### src/hw/rtl/ssdtm_pkg.sv
// Shared constants and types for the SSD template match unit.
`default_nettype none

package ssdtm_pkg;

    localparam int MAX_IMAGE_WIDTH   = 1024;
    localparam int MAX_IMAGE_HEIGHT  = 1024;
    localparam int MAX_TEMPLATE_SIDE = 16;

    localparam int PIX_W      = 8;
    localparam int SQ_W       = 16;
    localparam int SCORE_W    = 24;
    localparam int POS_W      = 10;
    localparam int ROW_W      = 10;
    localparam int IMG_REG_W  = 11;
    localparam int TPL_REG_W  = 5;
    localparam int CFG_IDX_W  = 2;
    localparam int CFG_DATA_W = 11;

    localparam logic [SCORE_W-1:0] SCORE_MAX = {SCORE_W{1'b1}};

    typedef enum logic [CFG_IDX_W-1:0] {
        REG_IMAGE_WIDTH     = 2'd0,
        REG_IMAGE_HEIGHT    = 2'd1,
        REG_TEMPLATE_WIDTH  = 2'd2,
        REG_TEMPLATE_HEIGHT = 2'd3
    } cfg_reg_t;

    localparam logic OP_LOAD_TEMPLATE = 1'b0;
    localparam logic OP_IMAGE_PIXEL   = 1'b1;

    typedef struct packed {
        logic win_shift;
        logic tmpl_we;
        logic mac_clear;
        logic mac_en;
    } cell_ctrl_t;

endpackage

`default_nettype wire

### src/hw/rtl/ssdtm_tmpl_mem.sv
// Flat template store in raster order, one write and one read port.
`default_nettype none

module ssdtm_tmpl_mem #(
    parameter int SIDE = ssdtm_pkg::MAX_TEMPLATE_SIDE
) (
    input  wire logic                              aclk,
    input  wire logic                              wr_en,
    input  wire logic [$clog2(SIDE*SIDE)-1:0]      wr_addr,
    input  wire logic [ssdtm_pkg::PIX_W-1:0]       wr_data,
    input  wire logic [$clog2(SIDE*SIDE)-1:0]      rd_addr,
    output logic      [ssdtm_pkg::PIX_W-1:0]       rd_data
);

    logic [ssdtm_pkg::PIX_W-1:0] mem_reg [SIDE*SIDE];
    logic [ssdtm_pkg::PIX_W-1:0] rd_data_reg;

    always_ff @(posedge aclk) begin
        if (wr_en) begin
            mem_reg[wr_addr] <= wr_data;
        end
        rd_data_reg <= mem_reg[rd_addr];
    end

    assign rd_data = rd_data_reg;

endmodule

`default_nettype wire

### config.mk
export PLATFORM = sky130hd
export DESIGN_NAME = ssdtm_tmpl_mem
export DESIGN_NICKNAME = d
export VERILOG_FILES = /design/src/hw/rtl/ssdtm_pkg.sv /design/src/hw/rtl/ssdtm_tmpl_mem.sv
export SDC_FILE = /design/constraint.sdc
export NUM_CORES = 2
export LEC_CHECK = 0
export ABC_AREA = 1
export ABC_CLOCK_PERIOD_IN_PS = 1900
export BUFFER_PORTS_ARGS = -buffer_cell sky130_fd_sc_hd__buf_2
export CAP_MARGIN = 20
export CORE_MARGIN = 1
export CORE_UTILIZATION = 32
export CTS_BUF_LIST = sky130_fd_sc_hd__clkbuf_16
export DETAILED_ROUTE_END_ITERATION = 12
export PLACE_DENSITY = 0.57
export SYNTH_ARGS = -nofsm -noshare
export SYNTH_HDL_FRONTEND = slang
export SYNTH_SLANG_ARGS = --single-unit
### constraint.sdc
create_clock -name aclk -period 1.9 [get_ports aclk]
set_input_delay 0.285 -clock aclk [delete_from_list [all_inputs] [get_ports aclk]]
set_output_delay 0.285 -clock aclk [all_outputs]
set_load 0.02 [all_outputs]
=== Yosys cells after proc, flatten, opt, wreduce, memory -nomap -nowiden ===
Memories as Yosys holds them, arrays and structs flattened. A register that Yosys moved wholly into a read port is not among the register bits.
Cells that the tools add are included.

* Latch bits: 0
* Memories: 1
* Input bits: 26
* ROM bits: 0
* Output and inout port bits: 8
* Register bits after elaboration: 0
* Logic and storage cells: 3
* Bits in writable memories: 2048

{| class="wikitable"
|+ Memory list
! name !! depth !! width !! rd ports !! clocked after memory_dff !! write ports !! RTL line !! source
|-
| mem_reg || 256 || 8 || 1 || 1 || 1 || ssdtm_tmpl_mem.sv:15 || <nowiki>logic [ssdtm_pkg::PIX_W-1:0] mem_reg [SIDE*SIDE];</nowiki>
|}

* Divide/modulo/power cells: 0
* Bitwise operators: 0
* Multiply operators: 0
* Add/sub/neg operators: 0
* Shifts and indexed selects: 0
* Magnitude comparators: 0
* Equal/unequal tests: 0
* Reduce and logical (&&, ||, !) cells: 0
* Muxes and demuxes: 2

{| class="wikitable"
|+ Operators by type and width
! kind !! count
|-
| two-way mux 1 bit || 2
|}

=== Logic depth before layout (Yosys ltp) ===
* Depth after elaboration: 2
* Depth in mapped cells: 15
* Depth with buffers taken out: 11

=== Worst setup path after synthesis ===
OpenSTA, ideal clock, no wires.

* Path type: input to register
* Start: in wr_en
* End: mem mem_reg[162][0] (netlist bit) (enable)
* Path buffers: 2
* Required time: 1530 ps
* Data arrival time: 1406 ps
* Library setup time: 370 ps
* Setup slack: 124 ps
* Cell stages on the path: 4
* Cells stage by stage: clkbuf_1 nand3_1 clkbuf_1 nor2_1

* Longest elaborated chain between the ends: 2

{| class="wikitable"
|+ Ends and longest elaborated chain
! what !! RTL line !! source
|-
| start: declaration || ssdtm_tmpl_mem.sv:8 || <nowiki>input wire logic wr_en,</nowiki>
|-
| two-way mux 1 bit || ssdtm_tmpl_mem.sv:19 || <nowiki>if (wr_en) begin</nowiki>
|-
| two-way mux 1 bit (implied by the code) || ssdtm_tmpl_mem.sv:20 || <nowiki>mem_reg[wr_addr] <= wr_data;</nowiki>
|-
| end: declaration || ssdtm_tmpl_mem.sv:15 ||
|}

Every way passes these cells.

==> reports/results.txt <==
H-tree depth: 4
initial DRC count: 6172
hold slack: 0.245 ns
Post-Synthesis Cell Area: 83400 µm²
CP startpoint kind: flip-flop
Post-DRT Antenna Nets: 0
met2 GRT Util: 30.3%
syn_nets: 7029
clock transition at the registers of the reported paths: 0.06 ns
Total Nets Final: 7529
critical path capture point type: flip-flop
Initial DRT Pass Iterations: 6
commonest cells after routing, fill and taps aside: nand2_1 (2121), edfxtp_1 (2048), nand3_1 (2014)
Area after DPL: 93300 µm²
Die X: 513 µm
die area: 263000 µm²
Hold Fails Final Rpt: 0
CTS Buf Count: 208
Worst path most repeated cell: nand3_1
CP Class: flip-flop to flip-flop
remaining global-route overflow: 0
setup TNS: 0 ns
sequential-to-total area share from yosys stat: 73.9%
min Tclk post-route: 1.88 ns
initial core utilization: 32.2%
I/O pin count: 34
Ys Warns: 0
worst hold path type: input port to flip-flop
initial antenna violation count: 13
fin. max-slew vios: 0
Logic pwr share: 7.0%
Synth Register Bits: 2056
Final Skew: 0.0282 ns
met1 Usage GRT: 24.9%
# rows: 187
clk_lat worst skew: 0.86 ns
worst endpoint required time: 2.64 ns
CP cell instances: nand2_1, nand3_1, nand3_1, nand3_1, nand3_1, nand3_1, nand3_1, nand2_1, nand2_1, nand2_1
dpl hpwl: 154 mm
CTS tree: built
hold path depth: 7
post-route cell area: 100000 µm²
via count: 56.6k
Tcrit/Tclk final: 99.1%
Worst EP arrival: 2.62 ns
critical path depth: 10
slowest stage cell, crit path: edfxtp_1
Longest Clk Path Bufs: 3
max reg flops: 2048
LEAKAGE: 0.0359 µW
gr usage total: 18.5%
Net Switching: 22300 µW
Chip Height: 513 µm
unrepaired setup endpoints after global routing: no
PortBufs: 33
R2R cell count: 10
clock sink total: 2056
status: finished clean
MaxCap Viol Count: 0
max incr delay on CP: 0.36 ns
Buf/Inv on CP: 0
clock root cell: clkbuf_16
DRC: 0
sequential share of power: 50.8%
Post-Syn Instances: 7003
FMAX: 531 MHz
Clock power frac: 42.2%
most common cell after layout, fill and taps aside: nand2_1
worst rel slew slack: 47.5%
Core Util, Final: 38.7%
core box area: 259000 µm²
vias in the first global route: 54.8k
Slew @ Worst Pin: 0.787 ns
Mean Syn Cell Area: 11.9 µm²
Worst VDD drop: 0.00105 V
postcts setup bufs: 0
GR peak layer: met2
largest net degree at the start of global routing: 90
Layout fillers: 24.6k
layout cell share with drive strength beyond 1: 14.1%
global-route wire length before repair: 364 mm
grt met3 use: 2.78%
wire per inst: 22.3 µm
Int Power: 76200 µW
Final setup viols: 0
Yosys cell types: 14
delay-heaviest family, CP: simple AND/OR/NAND/NOR gates
drt via density: 5.10
crit-path max FO: 1
Area Overhead vs Synth: 20.4%
Switching Fraction: 22.7%
DRT Wirelength: 248 mm
P per Cell Area: 981 nW/µm²
RD Place Congestion: 0.912
cells in the mapped netlist:
cell      number  area share [%]
buf_1         40            0.18
buf_2        268             1.6
buf_4         46            0.41
buf_6         16            0.22
buf_8          1           0.018
clkbuf_1     112            0.50
dfxtp_1        8            0.19
edfxtp_1    2048              74
inv_1         36            0.16
inv_2          2          0.0090
inv_4          1          0.0075
nand2_1     2123             9.6
nand3_1     2019              12
nor2_1       283             1.3
area by class of cell:
class,count,area [µm²],area share [%]
Antenna cell,7,17.5,0.0175
Clock buffer,210,5260,5.24
Clock inverter,177,1690,1.69
Inverter,39,180,0.180
Multi-Input combinational cell,4425,19200,19.1
Sequential cell,2056,61700,61.4
Tap cell,3402,4260,4.24
Timing Repair Buffer,773,8140,8.11
per-layer routing:
layer,vias to the layer above,share of wire (%)
met5,-,0.0077
met1,28100,42
met2,2137,48
met3,395,6.7
li1,25900,-
met4,4,3.5
timing repair:
action	4_1_cts	5_1_grt
hold endpoints to repair	321	0
hold buffers	10	0
setup endpoints to repair	4	4
gates resized for setup	5	5
cells by family (layout without fill, tap and decap cells):
group	count (synthesis)	after routing	synth area share, %
buffers and inverters	522	1199	3.12
DFF	2056	2056	73.9
and+or+nand+nor	4425	4425	22.9
other	0	7	0
worst paths after layout:
check                                     start         end  slack [ns]
worst min-delay path                 rd_addr[5]  rd_data[1]        0.25
worst max register to register  mem_reg[187][2]  rd_data[2]        0.02
worst min register to register  mem_reg[212][3]  rd_data[3]        1.02
worst max-delay path            mem_reg[187][2]  rd_data[2]        0.02
power by group through the flow:
stage          logic [µW]  registers, µW  clock network [µW]
6_report             6870          50000               41600
5_1_grt              7360          50000               43900
4_1_cts              6870          50000               42200
3_5_place_dp         6830          51000                   0
3_3_place_gp         6800          51000                   0
2_1_floorplan        3090          51000                   0
worst min-delay path: cells and delay by family:
family	cells	cell delay [ns]
buffers and inverters	2	0.44
AND/OR/NAND/NOR	5	0.32
stage by stage:
step | power (µW) | setup slack, ns | cells
final | 98500 | 0.0166 | 11100
after global routing | 101000 | 0.00355 | 11100
after CTS | 99200 | 0.000796 | 11100
after detailed placement | 57800 | -0.701 | 10700
after global placement | 57800 | -0.693 | 10700
after floorplan | 54100 | 0.124 | 7003
Note: power is estimated with default switching activity, not from simulation.
