$ cat config.mk
export PLATFORM = sky130hd
export DESIGN_NAME = ssdtm_cell
export DESIGN_NICKNAME = d
export VERILOG_FILES = /design/src/hw/rtl/ssdtm_pkg.sv /design/src/hw/rtl/ssdtm_cell.sv
export SDC_FILE = /design/constraint.sdc
export NUM_CORES = 1
export LEC_CHECK = 0
export BUFFER_PORTS_ARGS = -buffer_cell sky130_fd_sc_hd__buf_2
export CAP_MARGIN = 15
export CORE_ASPECT_RATIO = 2
export CORE_MARGIN = 3
export CORE_UTILIZATION = 49
export DETAILED_ROUTE_END_ITERATION = 16
export GPL_ROUTABILITY_DRIVEN = 0
export PLACE_DENSITY = 0.69
export SKIP_LAST_GASP = 1
export SLEW_MARGIN = 0
export SYNTH_ARGS = -nofsm -noshare
export SYNTH_HDL_FRONTEND = slang
export SYNTH_SLANG_ARGS = --single-unit
$ cat constraint.sdc
create_clock -name aclk -period 11.05 [get_ports aclk]
set_clock_uncertainty 0.05 [all_clocks]
set_input_delay 1.6575 -clock aclk [delete_from_list [all_inputs] [get_ports aclk]]
set_output_delay 1.6575 -clock aclk [all_outputs]
set_load 0.02 [all_outputs]
$ cat src/hw/rtl/ssdtm_pkg.sv
// Shared constants and types for the SSD template match unit.
`default_nettype none

package ssdtm_pkg;

    localparam int MAX_IMAGE_WIDTH   = 1024;
    localparam int MAX_IMAGE_HEIGHT  = 1024;
    localparam int MAX_TEMPLATE_SIDE = 16;

    localparam int PIX_W      = 8;
    localparam int SQ_W       = 16;
    localparam int SCORE_W    = 24;
    localparam int POS_W      = 10;
    localparam int ROW_W      = 10;
    localparam int IMG_REG_W  = 11;
    localparam int TPL_REG_W  = 5;
    localparam int CFG_IDX_W  = 2;
    localparam int CFG_DATA_W = 11;

    localparam logic [SCORE_W-1:0] SCORE_MAX = {SCORE_W{1'b1}};

    typedef enum logic [CFG_IDX_W-1:0] {
        REG_IMAGE_WIDTH     = 2'd0,
        REG_IMAGE_HEIGHT    = 2'd1,
        REG_TEMPLATE_WIDTH  = 2'd2,
        REG_TEMPLATE_HEIGHT = 2'd3
    } cfg_reg_t;

    localparam logic OP_LOAD_TEMPLATE = 1'b0;
    localparam logic OP_IMAGE_PIXEL   = 1'b1;

    typedef struct packed {
        logic win_shift;
        logic tmpl_we;
        logic mac_clear;
        logic mac_en;
    } cell_ctrl_t;

endpackage

`default_nettype wire

$ cat src/hw/rtl/ssdtm_cell.sv
// One window row: shifting pixels, template row, squared-difference MAC, chain adder.
`default_nettype none

module ssdtm_cell #(
    parameter int SIDE     = ssdtm_pkg::MAX_TEMPLATE_SIDE,
    parameter int CELL_IDX = 0
) (
    input  wire logic                                        aclk,
    input  wire logic                                        aresetn,
    input  wire ssdtm_pkg::cell_ctrl_t                       ctrl,
    input  wire logic [SIDE*ssdtm_pkg::PIX_W-1:0]            lb_word,
    input  wire logic [(SIDE > 1 ? $clog2(SIDE) : 1)-1:0]    lrow,
    input  wire logic [$clog2(SIDE+1)-1:0]                   tw,
    input  wire logic [$clog2(SIDE+1)-1:0]                   th,
    input  wire logic [(SIDE > 1 ? $clog2(SIDE) : 1)-1:0]    tmpl_col,
    input  wire logic [(SIDE > 1 ? $clog2(SIDE) : 1)-1:0]    tmpl_row,
    input  wire logic [ssdtm_pkg::PIX_W-1:0]                 tmpl_data,
    input  wire logic [(SIDE > 1 ? $clog2(SIDE) : 1)-1:0]    mac_x,
    input  wire logic [ssdtm_pkg::SQ_W+$clog2(SIDE*SIDE):0]  acc_in,
    output logic      [ssdtm_pkg::SQ_W+$clog2(SIDE*SIDE):0]  acc_out
);

    localparam int PW    = ssdtm_pkg::PIX_W;
    localparam int SW    = ssdtm_pkg::SQ_W;
    localparam int L_W   = (SIDE > 1) ? $clog2(SIDE) : 1;
    localparam int RS_W  = SW + $clog2(SIDE) + 1;
    localparam int ACC_W = SW + $clog2(SIDE*SIDE) + 1;

    logic [PW-1:0]    win_reg  [SIDE];
    logic [PW-1:0]    tmpl_reg [SIDE];
    logic [SW-1:0]    sq_reg;
    logic             sq_vld_reg;
    logic [RS_W-1:0]  row_sum_reg;
    logic [ACC_W-1:0] acc_reg;

    logic [31:0]        src_sum;
    logic [31:0]        src_wrap;
    logic [L_W-1:0]     src;
    logic               row_on;
    logic [PW-1:0]      new_px;
    logic [31:0]        wpos;
    logic [PW-1:0]      win_px;
    logic [PW-1:0]      tpl_px;
    logic signed [PW:0] diff;
    logic signed [2*PW+1:0] prod;
    logic [SW-1:0]      sq_next;

    // Pick the buffered row that feeds this window row
    always_comb begin
        src_sum = 32'(lrow) + 32'(SIDE + 1 + CELL_IDX) - 32'(th);
        if (src_sum >= 32'(2*SIDE)) begin
            src_wrap = src_sum - 32'(2*SIDE);
        end else if (src_sum >= 32'(SIDE)) begin
            src_wrap = src_sum - 32'(SIDE);
        end else begin
            src_wrap = src_sum;
        end
        src    = src_wrap[L_W-1:0];
        row_on = 32'(CELL_IDX) < 32'(th);
        new_px = row_on ? lb_word[32'(src)*PW +: PW] : '0;
    end

    // Squared difference of one window column against the template
    always_comb begin
        wpos    = 32'(SIDE) - 32'(tw) + 32'(mac_x);
        win_px  = win_reg[wpos[L_W-1:0]];
        tpl_px  = tmpl_reg[mac_x];
        diff    = $signed({1'b0, win_px}) - $signed({1'b0, tpl_px});
        prod    = diff * diff;
        sq_next = prod[SW-1:0];
    end

    // Shift window, load template row, accumulate
    always_ff @(posedge aclk) begin
        if (ctrl.win_shift) begin
            for (int i = 0; i < SIDE - 1; i++) begin
                win_reg[i] <= win_reg[i+1];
            end
            win_reg[SIDE-1] <= new_px;
        end
        if (ctrl.tmpl_we && (32'(tmpl_row) == 32'(CELL_IDX))) begin
            tmpl_reg[tmpl_col] <= tmpl_data;
        end
        if (ctrl.mac_en) begin
            sq_reg <= sq_next;
        end
        if (ctrl.mac_clear) begin
            row_sum_reg <= '0;
        end else if (sq_vld_reg) begin
            row_sum_reg <= row_sum_reg + RS_W'(sq_reg);
        end
        acc_reg <= acc_in + (row_on ? ACC_W'(row_sum_reg) : '0);
    end

    always_ff @(posedge aclk) begin
        if (!aresetn) begin
            sq_vld_reg <= 1'b0;
        end else begin
            sq_vld_reg <= ctrl.mac_en;
        end
    end

    assign acc_out = acc_reg;

endmodule

`default_nettype wire

After elaboration in Yosys (flattened, before gate mapping)
Memories as Yosys holds them, arrays and structs flattened.
Index checks and enable logic that the tools add are counted.
{"block": "classes", "add_sub_neg": 9, "mul": 1, "n_lt_le_gt_ge": 3, "n_shift": 1, "n_mux": 8, "n_reduce_logical": 2}
{"cell": "$shiftx 128x8->8", "count": 1}
{"cell": "$ge 32x5->1 const B", "count": 1}
{"cell": "$ge 32x6->1 const B", "count": 1}
{"cell": "$add 25x21->25", "count": 1}
{"cell": "$add 21x16->21", "count": 1}
{"cell": "$mux 21", "count": 1}
{"cell": "$mul 9x9->16", "count": 1}
{"cell": "$sub 8x8->9", "count": 1}
{"cell": "$mux 4", "count": 2}
{"cell": "$mux 8", "count": 1}
{"cell": "$sub 4x1->4 const B", "count": 2}
{"cell": "$sub 6x5->7", "count": 1}
{"cell": "$add 4x5->6 const B", "count": 1}
{"cell": "$lt 1x5->1 const A", "count": 1}
{"cell": "$add 4x4->4", "count": 1}
{"cell": "$logic_not 4->1", "count": 1}
{"cell": "$mux 1", "count": 4}
{"cell": "$sub 1x4->4 const A", "count": 1}
{"cell": "$logic_and 1x1->1", "count": 1}
{"block": "totals", "reg_bits": 63, "mem_bits_rw": 256, "in_bits": 193, "out_inout_bits": 25, "elab_cells": 30, "n_memories": 2}
{"name": "tmpl_reg", "words": 16, "width": 8, "rd": 1, "rd_ports_with_merged_regs": 0, "wr": 1, "line": "ssdtm_cell.sv:30", "source": "logic [PW-1:0] tmpl_reg [SIDE];"}
{"name": "win_reg", "words": 16, "width": 8, "rd": 16, "rd_ports_with_merged_regs": 0, "wr": 16, "line": "ssdtm_cell.sv:29", "source": "logic [PW-1:0] win_reg [SIDE];"}

Depth between registers and ports, before layout
Gate-level depths: netlist of run 1.
{"block": "logic_depth", "ltp_word": 7, "mapped_depth": 38, "ltp_nobuf": 35}

Least setup slack after synthesis of run 1
Ideal clock, no wire load.
{"block": "synth_timing", "kind": "in2reg", "from": "input port mac_x[0] (netlist name)", "to": "register sq_reg[14], data pin", "setup_time_ns": 0.258, "arrival_ns": 9.739, "path_slack_ns": 1.004, "path_stages": 33, "path_buffers": 4, "cell_sequence": "clkbuf_1 -> buf_2 -> inv_1 -> ha_1 -> fa_1 -> buf_2 -> clkbuf_1 -> mux4_2 -> mux2i_1 -> a21oi_1 -> fa_1 -> a211oi_1 -> nor2_1 -> o21a_1 -> nor2_1 -> xnor2_1 -> and2_1 -> inv_1 -> fa_1 -> inv_1 -> fa_1 -> inv_1 -> fa_1 -> inv_1 -> fa_1 -> ha_1 -> ha_1 -> a21oi_1 -> o21ai_0 -> a2111o_1 -> a31o_2 -> a21oi_1 -> xnor2_1"}
{"block": "synth_between", "elab_chain_len": 4, "elab_cells_between_ends": 5, "classes_between": "add/sub (2); mul (1); memory (2)"}
{"element": "from (decl)", "line": "ssdtm_cell.sv:18", "source": "input wire logic [(SIDE > 1 ? $clog2(SIDE) : 1)-1:0] mac_x,"}
{"element": "$add 4x4->4", "line": "ssdtm_cell.sv:65", "source": "wpos = 32'(SIDE) - 32'(tw) + 32'(mac_x);"}
{"element": "$mem_v2 16x8"}
{"element": "$sub 8x8->9 *", "line": "ssdtm_cell.sv:68", "source": "diff = $signed({1'b0, win_px}) - $signed({1'b0, tpl_px});"}
{"element": "$mul 9x9->16 *", "line": "ssdtm_cell.sv:69", "source": "prod = diff * diff;"}
{"element": "net prod[14]", "line": "ssdtm_cell.sv:45", "source": "logic signed [2*PW+1:0] prod;"}
{"element": "to (signal assigned)", "line": "ssdtm_cell.sv:85", "source": "sq_reg <= sq_next;"}
{"element": "to (decl)", "line": "ssdtm_cell.sv:31", "source": "logic [SW-1:0] sq_reg;"}
Mark *: on every way through the listed nets, which the timed path passes. The rest lies on a longest branch.
A chain may end at the register's enable or synchronous reset.

Final worst setup path of run 1
Ends and elaborated chain as after synthesis.

==> results of run 1 <==
[metrics by stage]
| step | worst slack, ns | cells | util |
|---|---|---|---|
| after floorplan | 1.00 | 1205 | - |
| after global placement | 0.966 | 1840 | 0.543 |
| after detailed placement | 0.874 | 1840 | 0.543 |
| after CTS | 1.47 | 1888 | 0.569 |
| after global routing | 1.05 | 1889 | 0.570 |
| final | 1.51 | 1889 | 0.570 |
[kinds of logic after synthesis]
kind of cell | share of synthesized area
DFF | 0.521
muxes | 0.158
AOI/OAI and AO/OA | 0.0588
xor gates and xnor gates | 0.0326
and+or+nand+nor | 0.0697
adders and majority gates | 0.126
buffers and inverters | 0.0344
[worst max-delay path by stage]
stage,endpoint,startpoint
floorplan,sq_reg[14]$_DFFE_PP_,mac_x[0]
global placement,sq_reg[14]$_DFFE_PP_,mac_x[0]
detailed placement,sq_reg[14]$_DFFE_PP_,mac_x[0]
CTS,sq_reg[14]$_DFFE_PP_,mac_x[0]
global route,sq_reg[14]$_DFFE_PP_,mac_x[0]
finish,sq_reg[14]$_DFFE_PP_,mac_x[0]
[metal layers]
layer | wire, um | part of all wire | GRT usage | up-vias
li1 | - | - | - | 4963
met1 | 12900 | 0.36 | 0.205 | 5401
met2 | 20600 | 0.57 | 0.374 | 302
met3 | 1390 | 0.039 | 0.0207 | 76
met4 | 1210 | 0.033 | 0.0688 | 0
met5 | 0 | 0 | 0 | -
[cells in the final DEF, fill, tap and decap left out, types with 6 or more instances in the layout]
cell type,netlist,routed
clkbuf_1,20,6
ha_1,86,84
mux2i_1,18,18
a31oi_1,6,6
buf_2,14,215
a21o_1,18,18
nor2_1,80,79
xnor2_1,45,45
a211oi_1,15,15
mux4_1,8,8
and3_1,11,11
and2_1,9,9
o21ai_0,22,22
a21oi_1,40,40
dfxtp_1,47,47
xor2_1,20,19
o21a_1,13,13
nand3_1,8,8
nor3_1,13,11
nand2b_1,7,7
clkbuf_16,0,29
nor2b_1,47,47
buf_4,1,14
fa_1,56,56
edfxtp_1,271,271
mux4_2,104,104
nand2_1,40,40
inv_1,113,113
[cell type report]
class / instances / area (um2)
clock buffer: 35 / 748
multi-input combinational: 733 / 7790
clock inverter: 13 / 150
fill: 2802 / 15100
timing repair buffer: 231 / 1230
tap: 445 / 557
inverter: 114 / 428
sequential: 318 / 9080
==> summary.md, run 1 <==
| Metric | Value |
|---|---|
| Final hold vios | 0 |
| Number of flops mapped to enable cells by yosys | 271 |
| Slowest CP cell | fa_1 |
| Crit path max fanout | 27 |
| Cts hold-fix bufs | 0 |
| Worst Path Required | 11.31 ns |
| Die Span Y | around 270 um |
| Largest net degree at the start of global routing | 79 |
| Clk slew on worst S/H paths | 0.08 ns |
| Syn Inst Count | 1205 |
| Worst hold start | win_reg[13][2]$_DFFE_PP_ |
| Root Buffer | clkbuf_16 |
| Mapped cell area | 17400 um2 |
| Hold path cells | 0 |
| Placement Cell Area | around 19000 um2 |
| Primary FF master, synth | edfxtp_1 |
| Via count | 10.7k |
| Dominant cell type by area after synthesis | edfxtp_1 |
| Final setup violation count | 0 |
| Die ar. | 38000 um2 |
| Library cells used by synthesis | between 60 and 70 |
| Post-synth top area share | 0.467 |
| Vias in the first global route | 11.6k |
| Row cnt | 97 |
| TritonCTS clock tree | yes |
| Clk sinks | 318 |
| Clk buf depth | 3 |
| WHS Endpoint | win_reg[12][2]$_DFFE_PP_ |
| CTS Buf Count | 28 |
| Drt total wl | ~36 mm |
| Ys async rst share | 0 |
| Nets | 1761 |
| Htree depth | 1 |
| CP top delay family | adder cells |
| WS Path Type | primary input to flip-flop |
| Count leader, synth | edfxtp_1 |
| RR Endpoint | sq_reg[14]$_DFFE_PP_ |
| WP data arrival | between 9 and 10 ns |
| Status | finished, final reports clean |
| RSZ-0062 raised after global routing | false |
| Area growth from synthesis to layout | 14.5% |
| Drt pass-1 iters | 5 |
| Max Freq | 0.105 GHz |
| Finished Cell Area | 20000 um2 |
| HP Class | flip-flop to flip-flop |
| Die width | 139 um |
| Hold Worst Slack | approximately 0.39 ns |
| GRT Overall Usage | 0.189 |
| Commonest cells in the synthesized netlist | edfxtp_1, inv_1, mux4_2 |
| R2r setup slk | 3.31 ns |
| Post-CTS Resized | 0 |
| WL/cell | ~19 um |
| Setup repair bufs after CTS | 0 |
| Number of remaining DRC errors | 0 |
| Antenna violations before repair | 0 |
| Actual slew at the worst max-slew pin | 1.11 ns |
| Mean post-synth cell area | between 10 and 15 um2 |
| Worst path bufs/invs | 8 |
| Register-to-Register Path Depth | 28 |
| Max-slew violation count | 0 |
| Max_slew headroom | 0.256 |
| CP Capture Type | flip-flop |
| Max stage delay on crit path | 0.72 ns |
| Core Region | ~35000 um2 |
| Port buffer count | 216 |
| Max Cap Viol | 0 |
| Share of layout cells above drive strength 1 | 0.274 |
| Sequential fraction of the synthesis area | 0.521 |
| Ys Warns | 0 |
| Total negative slack | 0 ns |
| Seq cells post-synth | 318 |
| Min Tclk post-route | 9.54 ns |
| Clock Latency Late Sink | roughly 0.56 ns |
| Ranking of synthesized cells by area | edfxtp_1, mux4_2, fa_1 |
| Syn nets | 1540 |
| Diodes inserted | 0 |
| Initial Util | 0.497 |
| DRT iter0 DRCs | 606 |
| R2r startpoint | win_reg[1][0]$_DFFE_PP_ |
| Via density | around 5.7 |
| ANT nets after route | 0 |
| First-pass GRT wire length | 58.0 mm |
| Worst path depth | 34 |
| I/O pin count | 218 |
| Critical path launch point type | primary input |
| Detailed Place HPWL | 26.7 mm |
| Remaining Overflow, GRT | 0 |
| Final Cycle Share | 0.864 |
Power of run 1 is left out: the tool's default activity adds up to more than one toggle a clock period on the data nets, which glitch-free logic cannot reach.
==> inputs of run 2 (changes only) <==
--- a/config.mk
+++ b/config.mk
@@ -5,11 +5,12 @@
 export SDC_FILE = /design/constraint.sdc
 export NUM_CORES = 1
 export LEC_CHECK = 0
-export BUFFER_PORTS_ARGS = -buffer_cell sky130_fd_sc_hd__buf_2
+export BUFFER_PORTS_ARGS = -buffer_cell sky130_fd_sc_hd__buf_4
 export CAP_MARGIN = 15
 export CORE_ASPECT_RATIO = 2
 export CORE_MARGIN = 3
 export CORE_UTILIZATION = 49
+export CTS_CLUSTER_DIAMETER = 100
 export DETAILED_ROUTE_END_ITERATION = 16
 export GPL_ROUTABILITY_DRIVEN = 0
 export PLACE_DENSITY = 0.69
==> run 2 against run 1 <==
Against the previous run:
- via count shrank 1.1%
- global-route usage grew 0.39 points
- non-clock buffer count unchanged
- sequential share of layout area is 1.2 points lower
- first-iteration DRC count shrank 11%
- maximum frequency fell by 2.0%
- sequential cell count did not move
- wire length rose by 1.5%
- hold slack hardly changed
- core utilization grew 1.6 points
- highest routed layer unchanged
==> summary.md, run 2 (same netlist as run 1, synthesis figures left out) <==
| Metric | Value |
|---|---|
| Status | finished, final reports clean |
| Clk buf depth | 3 |
| Core Region | 35100 um2 |
| Area growth from synthesis to layout | 17.7% |
| Share of layout cells above drive strength 1 | 0.276 |
| Htree depth | 1 |
| Via density | 5.61 |
| # fillers | approximately 2.8k |
| Crit path max fanout | 27 |
| Vias in the first global route | 11.6k |
| Actual slew at the worst max-slew pin | 1.11 ns |
| Post-CTS Resized | 0 |
| Nets | 1762 |
| Final Cycle Share | 0.881 |
| Most common cell after layout, fill and taps aside | edfxtp_1 |
| Max_slew headroom | 0.255 |
| Total negative slack | 0 ns |
| Drt pass-1 iters | 4 |
| Largest net degree at the start of global routing | 72 |
| Antenna violations before repair | 0 |
| Worst path bufs/invs | 8 |
| Port buffer count | 216 |
| Number of remaining DRC errors | 0 |
| I/O pin count | 218 |
| Die ar. | ~38000 um2 |
| CP top delay family | adder cells |
| Max stage delay on crit path | around 0.74 ns |
| Final hold vios | 0 |
| Max Cap Viol | 0 |
| Initial Util | 0.497 |
| First-pass GRT wire length | 58.9 mm |
| Clock Latency Late Sink | 0.57 ns |
| Max Freq | 0.103 GHz |
| Die Span Y | 273 um |
| Diodes inserted | 0 |
| WL/cell | 19.4 um |
| Most frequent cells in the layout | edfxtp_1, buf_4, inv_1 |
| Min Tclk post-route | about 9.7 ns |
| Remaining Overflow, GRT | 0 |
| DRT iter0 DRCs | 540 |
| Die width | ~140 um |
| CTS Buf Count | 29 |
| Cts hold-fix bufs | 0 |
| Placement Cell Area | 19600 um2 |
| Final Util | 0.585 |
| Finished Layout Cells | 1893 |
| Row cnt | 97 |
| Clk slew on worst S/H paths | 0.06 ns |
| Clk sinks | 318 |
| ANT nets after route | 0 |
| WP data arrival | around 10 ns |
| Placed Cells | 1840 |
| Worst Path Required | around 11 ns |
| TritonCTS clock tree | yes |
| Max-slew violation count | 0 |
| Root Buffer | clkbuf_16 |
| Drt total wl | 36.6 mm |
| GRT Overall Usage | 0.193 |
| HP Class | flip-flop to flip-flop |
| Detailed Place HPWL | 27.6 mm |
| Setup repair bufs after CTS | 0 |
| WS Path Type | primary input to flip-flop |
| Finished Cell Area | 20500 um2 |
| Slowest CP cell | fa_1 |
| CP Capture Type | flip-flop |
| Via count | 10.6k |
| Final setup violation count | 0 |
| Critical path launch point type | primary input |
| RSZ-0062 raised after global routing | false |
==> run 2: metrics by stage <==
stage                     setup slack, ns  hold slack (ns)
final                                1.31            0.389
after global routing                0.887            0.399
after CTS                            1.30            0.381
after detailed placement            0.680            0.381
after global placement              0.917            0.374
after floorplan                      1.00            0.371
==> run 2: layer usage <==
metal	GRT usage	share of wire	up-vias
met5	0	0	-
met4	0.0649	0.030	0
met3	0.0250	0.046	65
met2	0.381	0.58	290
met1	0.210	0.35	5306
li1	-	-	4966
==> run 2: path summary, 6_finish.rpt <==
path                                               from                      end  cells after the start  slack [ns]
worst min-delay path            win_reg[3][0]$_DFFE_PP_  win_reg[2][0]$_DFFE_PP_                      0        0.39
worst max-delay path                           mac_x[0]     sq_reg[14]$_DFFE_PP_                     34        1.31
worst min register to register  win_reg[3][0]$_DFFE_PP_  win_reg[2][0]$_DFFE_PP_                      0        0.39
worst max register to register  win_reg[2][0]$_DFFE_PP_     sq_reg[14]$_DFFE_PP_                     28        3.09
==> run 2: cell type report <==
| cell class | count | area [um2] | area share |
|---|---|---|---|
| clock buffers | 31 | 733 | 0.0357 |
| clock inverters | 21 | 180 | 0.00878 |
| inverters | 114 | 428 | 0.0208 |
| multi-input cells | 733 | 7790 | 0.379 |
| flip-flops and latches | 318 | 9080 | 0.442 |
| well taps | 445 | 557 | 0.0271 |
| repair buffers | 231 | 1770 | 0.0861 |
==> run 2: worst reg2reg max path: cells and delay by family, from the launching register on <==
family / cells / cell delay (ns)
buf+inv: 5 / 0.30
flops: 1 / 0.42
xor+xnor: 2 / 0.36
fa+ha+maj: 8 / 3.31
simple gates: 3 / 0.54
compound gates: 8 / 2.02
mux: 2 / 0.74
Power of run 2 is left out for the same reason.
==> inputs of run 3 (changes only) <==
--- a/config.mk
+++ b/config.mk
@@ -10,6 +10,7 @@
 export CORE_ASPECT_RATIO = 2
 export CORE_MARGIN = 3
 export CORE_UTILIZATION = 49
+export CTS_BUF_LIST = sky130_fd_sc_hd__clkbuf_4
 export CTS_CLUSTER_DIAMETER = 100
 export DETAILED_ROUTE_END_ITERATION = 16
 export GPL_ROUTABILITY_DRIVEN = 0
==> run 3 against run 2 <==
Against the previous run:
- first-iteration DRC count shrank 7.4%
- worst setup slack improved by 0.14 ns
- global-route usage grew 0.64 points
- core utilization grew 0.33 points
- register-to-register slack worse by 0.06 ns
- largest cell class unchanged
- final cell count is 4.7% higher
- clock-buffer cell count increased by 81
- sequential share of layout area shrank 0.25 points
- wire length up 2.3%
- design area increased by 0.56%
- critical path depth is 1 higher
- via count increased by 3.8%
==> summary.md, run 3 (same netlist as run 1, synthesis figures left out) <==
| Metric | Value |
|---|---|
| R2r setup slk | approximately 3.0 ns |
| I/O pin count | 218 |
| Remaining Overflow, GRT | 0 |
| Drt pass-1 iters | 5 |
| Core Region | 35100 um2 |
| Via density | 5.57 |
| Status | finished, final reports clean |
| Max_slew headroom | 0.266 |
| Die Span Y | 273 um |
| Max Freq | 0.104 GHz |
| Initial Util | 0.497 |
| RR Endpoint | sq_reg[15]$_DFFE_PP_ |
| Row cnt | 97 |
| Slowest CP cell | fa_1 |
| Clk sinks | ~320 |
| Port buffer count | 216 |
| Max stage delay on crit path | roughly 0.74 ns |
| Worst Path Required | 11.51 ns |
| Critical path launch point type | primary input |
| Final Util | 0.589 |
| Clock Latency Late Sink | about 0.77 ns |
| Htree depth | 3 |
| Max Cap Viol | 0 |
| Most common cell after layout, fill and taps aside | edfxtp_1 |
| Clk slew on worst S/H paths | roughly 0.080 ns |
| Cts hold-fix bufs | 0 |
| Max-slew violation count | 0 |
| WP data arrival | just over 10 ns |
| First-pass GRT wire length | 60.0 mm |
| Nets | 1809 |
| Worst hold start | win_reg[13][3]$_DFFE_PP_ |
| Final Cycle Share | 0.869 |
| Total negative slack | 0 ns |
| Most frequent cells in the layout | edfxtp_1, buf_4, inv_1 |
| Area growth from synthesis to layout | 18.4% |
| Root Buffer | clkbuf_4 |
| Final setup violation count | 0 |
| Final hold vios | 0 |
| Die width | about 140 um |
| Die ar. | about 38000 um2 |
| Vias in the first global route | 12.0k |
| Detailed Place HPWL | 27.6 mm |
| DRT iter0 DRCs | 500 |
| WL/cell | 18.9 um |
| Post-CTS Resized | 0 |
| TritonCTS clock tree | yes |
| Antenna violations before repair | 2 |
| WHS Endpoint | win_reg[12][3]$_DFFE_PP_ |
| Register-to-Register Path Depth | 29 |
| Actual slew at the worst max-slew pin | 1.09 ns |
| Clk buf depth | 3 |
| CP Capture Type | flip-flop |
| Min Tclk post-route | slightly below 10 ns |
| HP Class | flip-flop to flip-flop |
| Setup repair bufs after CTS | 0 |
| Largest net degree at the start of global routing | between 70 and 80 |
| RSZ-0062 raised after global routing | false |
| Share of layout cells above drive strength 1 | 0.313 |
| CTS Buf Count | 76 |
| Drt total wl | 37.5 mm |
| ANT nets after route | 0 |
| R2r startpoint | win_reg[2][0]$_DFFE_PP_ |
| Number of remaining DRC errors | 0 |
| Via count | 11.0k |
| Hold path cells | 0 |
| GRT Overall Usage | 0.200 |
| WS Path Type | primary input to flip-flop |
| Crit path max fanout | 27 |
-- run 3: cell types whose count changed in the layout (fill, tap and decap cells not counted), sizes merged --
cell,change
diode,+4
clkbuf,+81
inv,-3
clkinvlp,-1
clkinv,+8
-- run 3: worst max-delay path, delay by kind of cell --
family	cells	cell delay, ns
AOI/OAI and AO/OA	8	1.88
xor gates and xnor gates	2	0.36
adders and majority gates	10	4.24
buffers and inverters	8	0.70
muxes	2	0.48
and+or+nand+nor	5	0.73
-- run 3: per-layer routing --
layer	track usage	part of all wire	up-vias
met3	0.0447	0.048	81
met4	0.0773	0.031	0
met2	0.389	0.58	332
met1	0.204	0.34	5497
met5	0	0	-
li1	-	-	5120
-- run 3: worst max-delay path by stage --
stage / start / end / cells after the start
global route: mac_x[0] / sq_reg[14]$_DFFE_PP_ / 34
floorplan: mac_x[0] / sq_reg[14]$_DFFE_PP_ / 33
detailed placement: mac_x[0] / sq_reg[14]$_DFFE_PP_ / 34
finish: mac_x[0] / sq_reg[15]$_DFFE_PP_ / 35
CTS: mac_x[0] / sq_reg[14]$_DFFE_PP_ / 34
global placement: mac_x[0] / sq_reg[14]$_DFFE_PP_ / 34
-- run 3: cell type report --
type | count | area (um2)
diodes | 4 | 10.0
clock buffers | 112 | 841
clock inverters | 25 | 178
fillers | 2778 | 14400
inverters | 114 | 428
multi-input cells | 733 | 7790
flip-flops and latches | 318 | 9080
well taps | 445 | 557
repair buffers | 231 | 1770
-- run 3: per-stage QoR --
step           hold WS (ns)  area (um2)  instances  setup slack [ns]
2_1_floorplan         0.371       17400       1205              1.00
3_3_place_gp          0.374       19600       1840             0.917
3_5_place_dp          0.381       19600       1840             0.680
4_1_cts               0.349       20600       1977              1.52
5_1_grt               0.364       20600       1982              1.11
6_report              0.367       20600       1982              1.45
Power of run 3 is left out for the same reason.
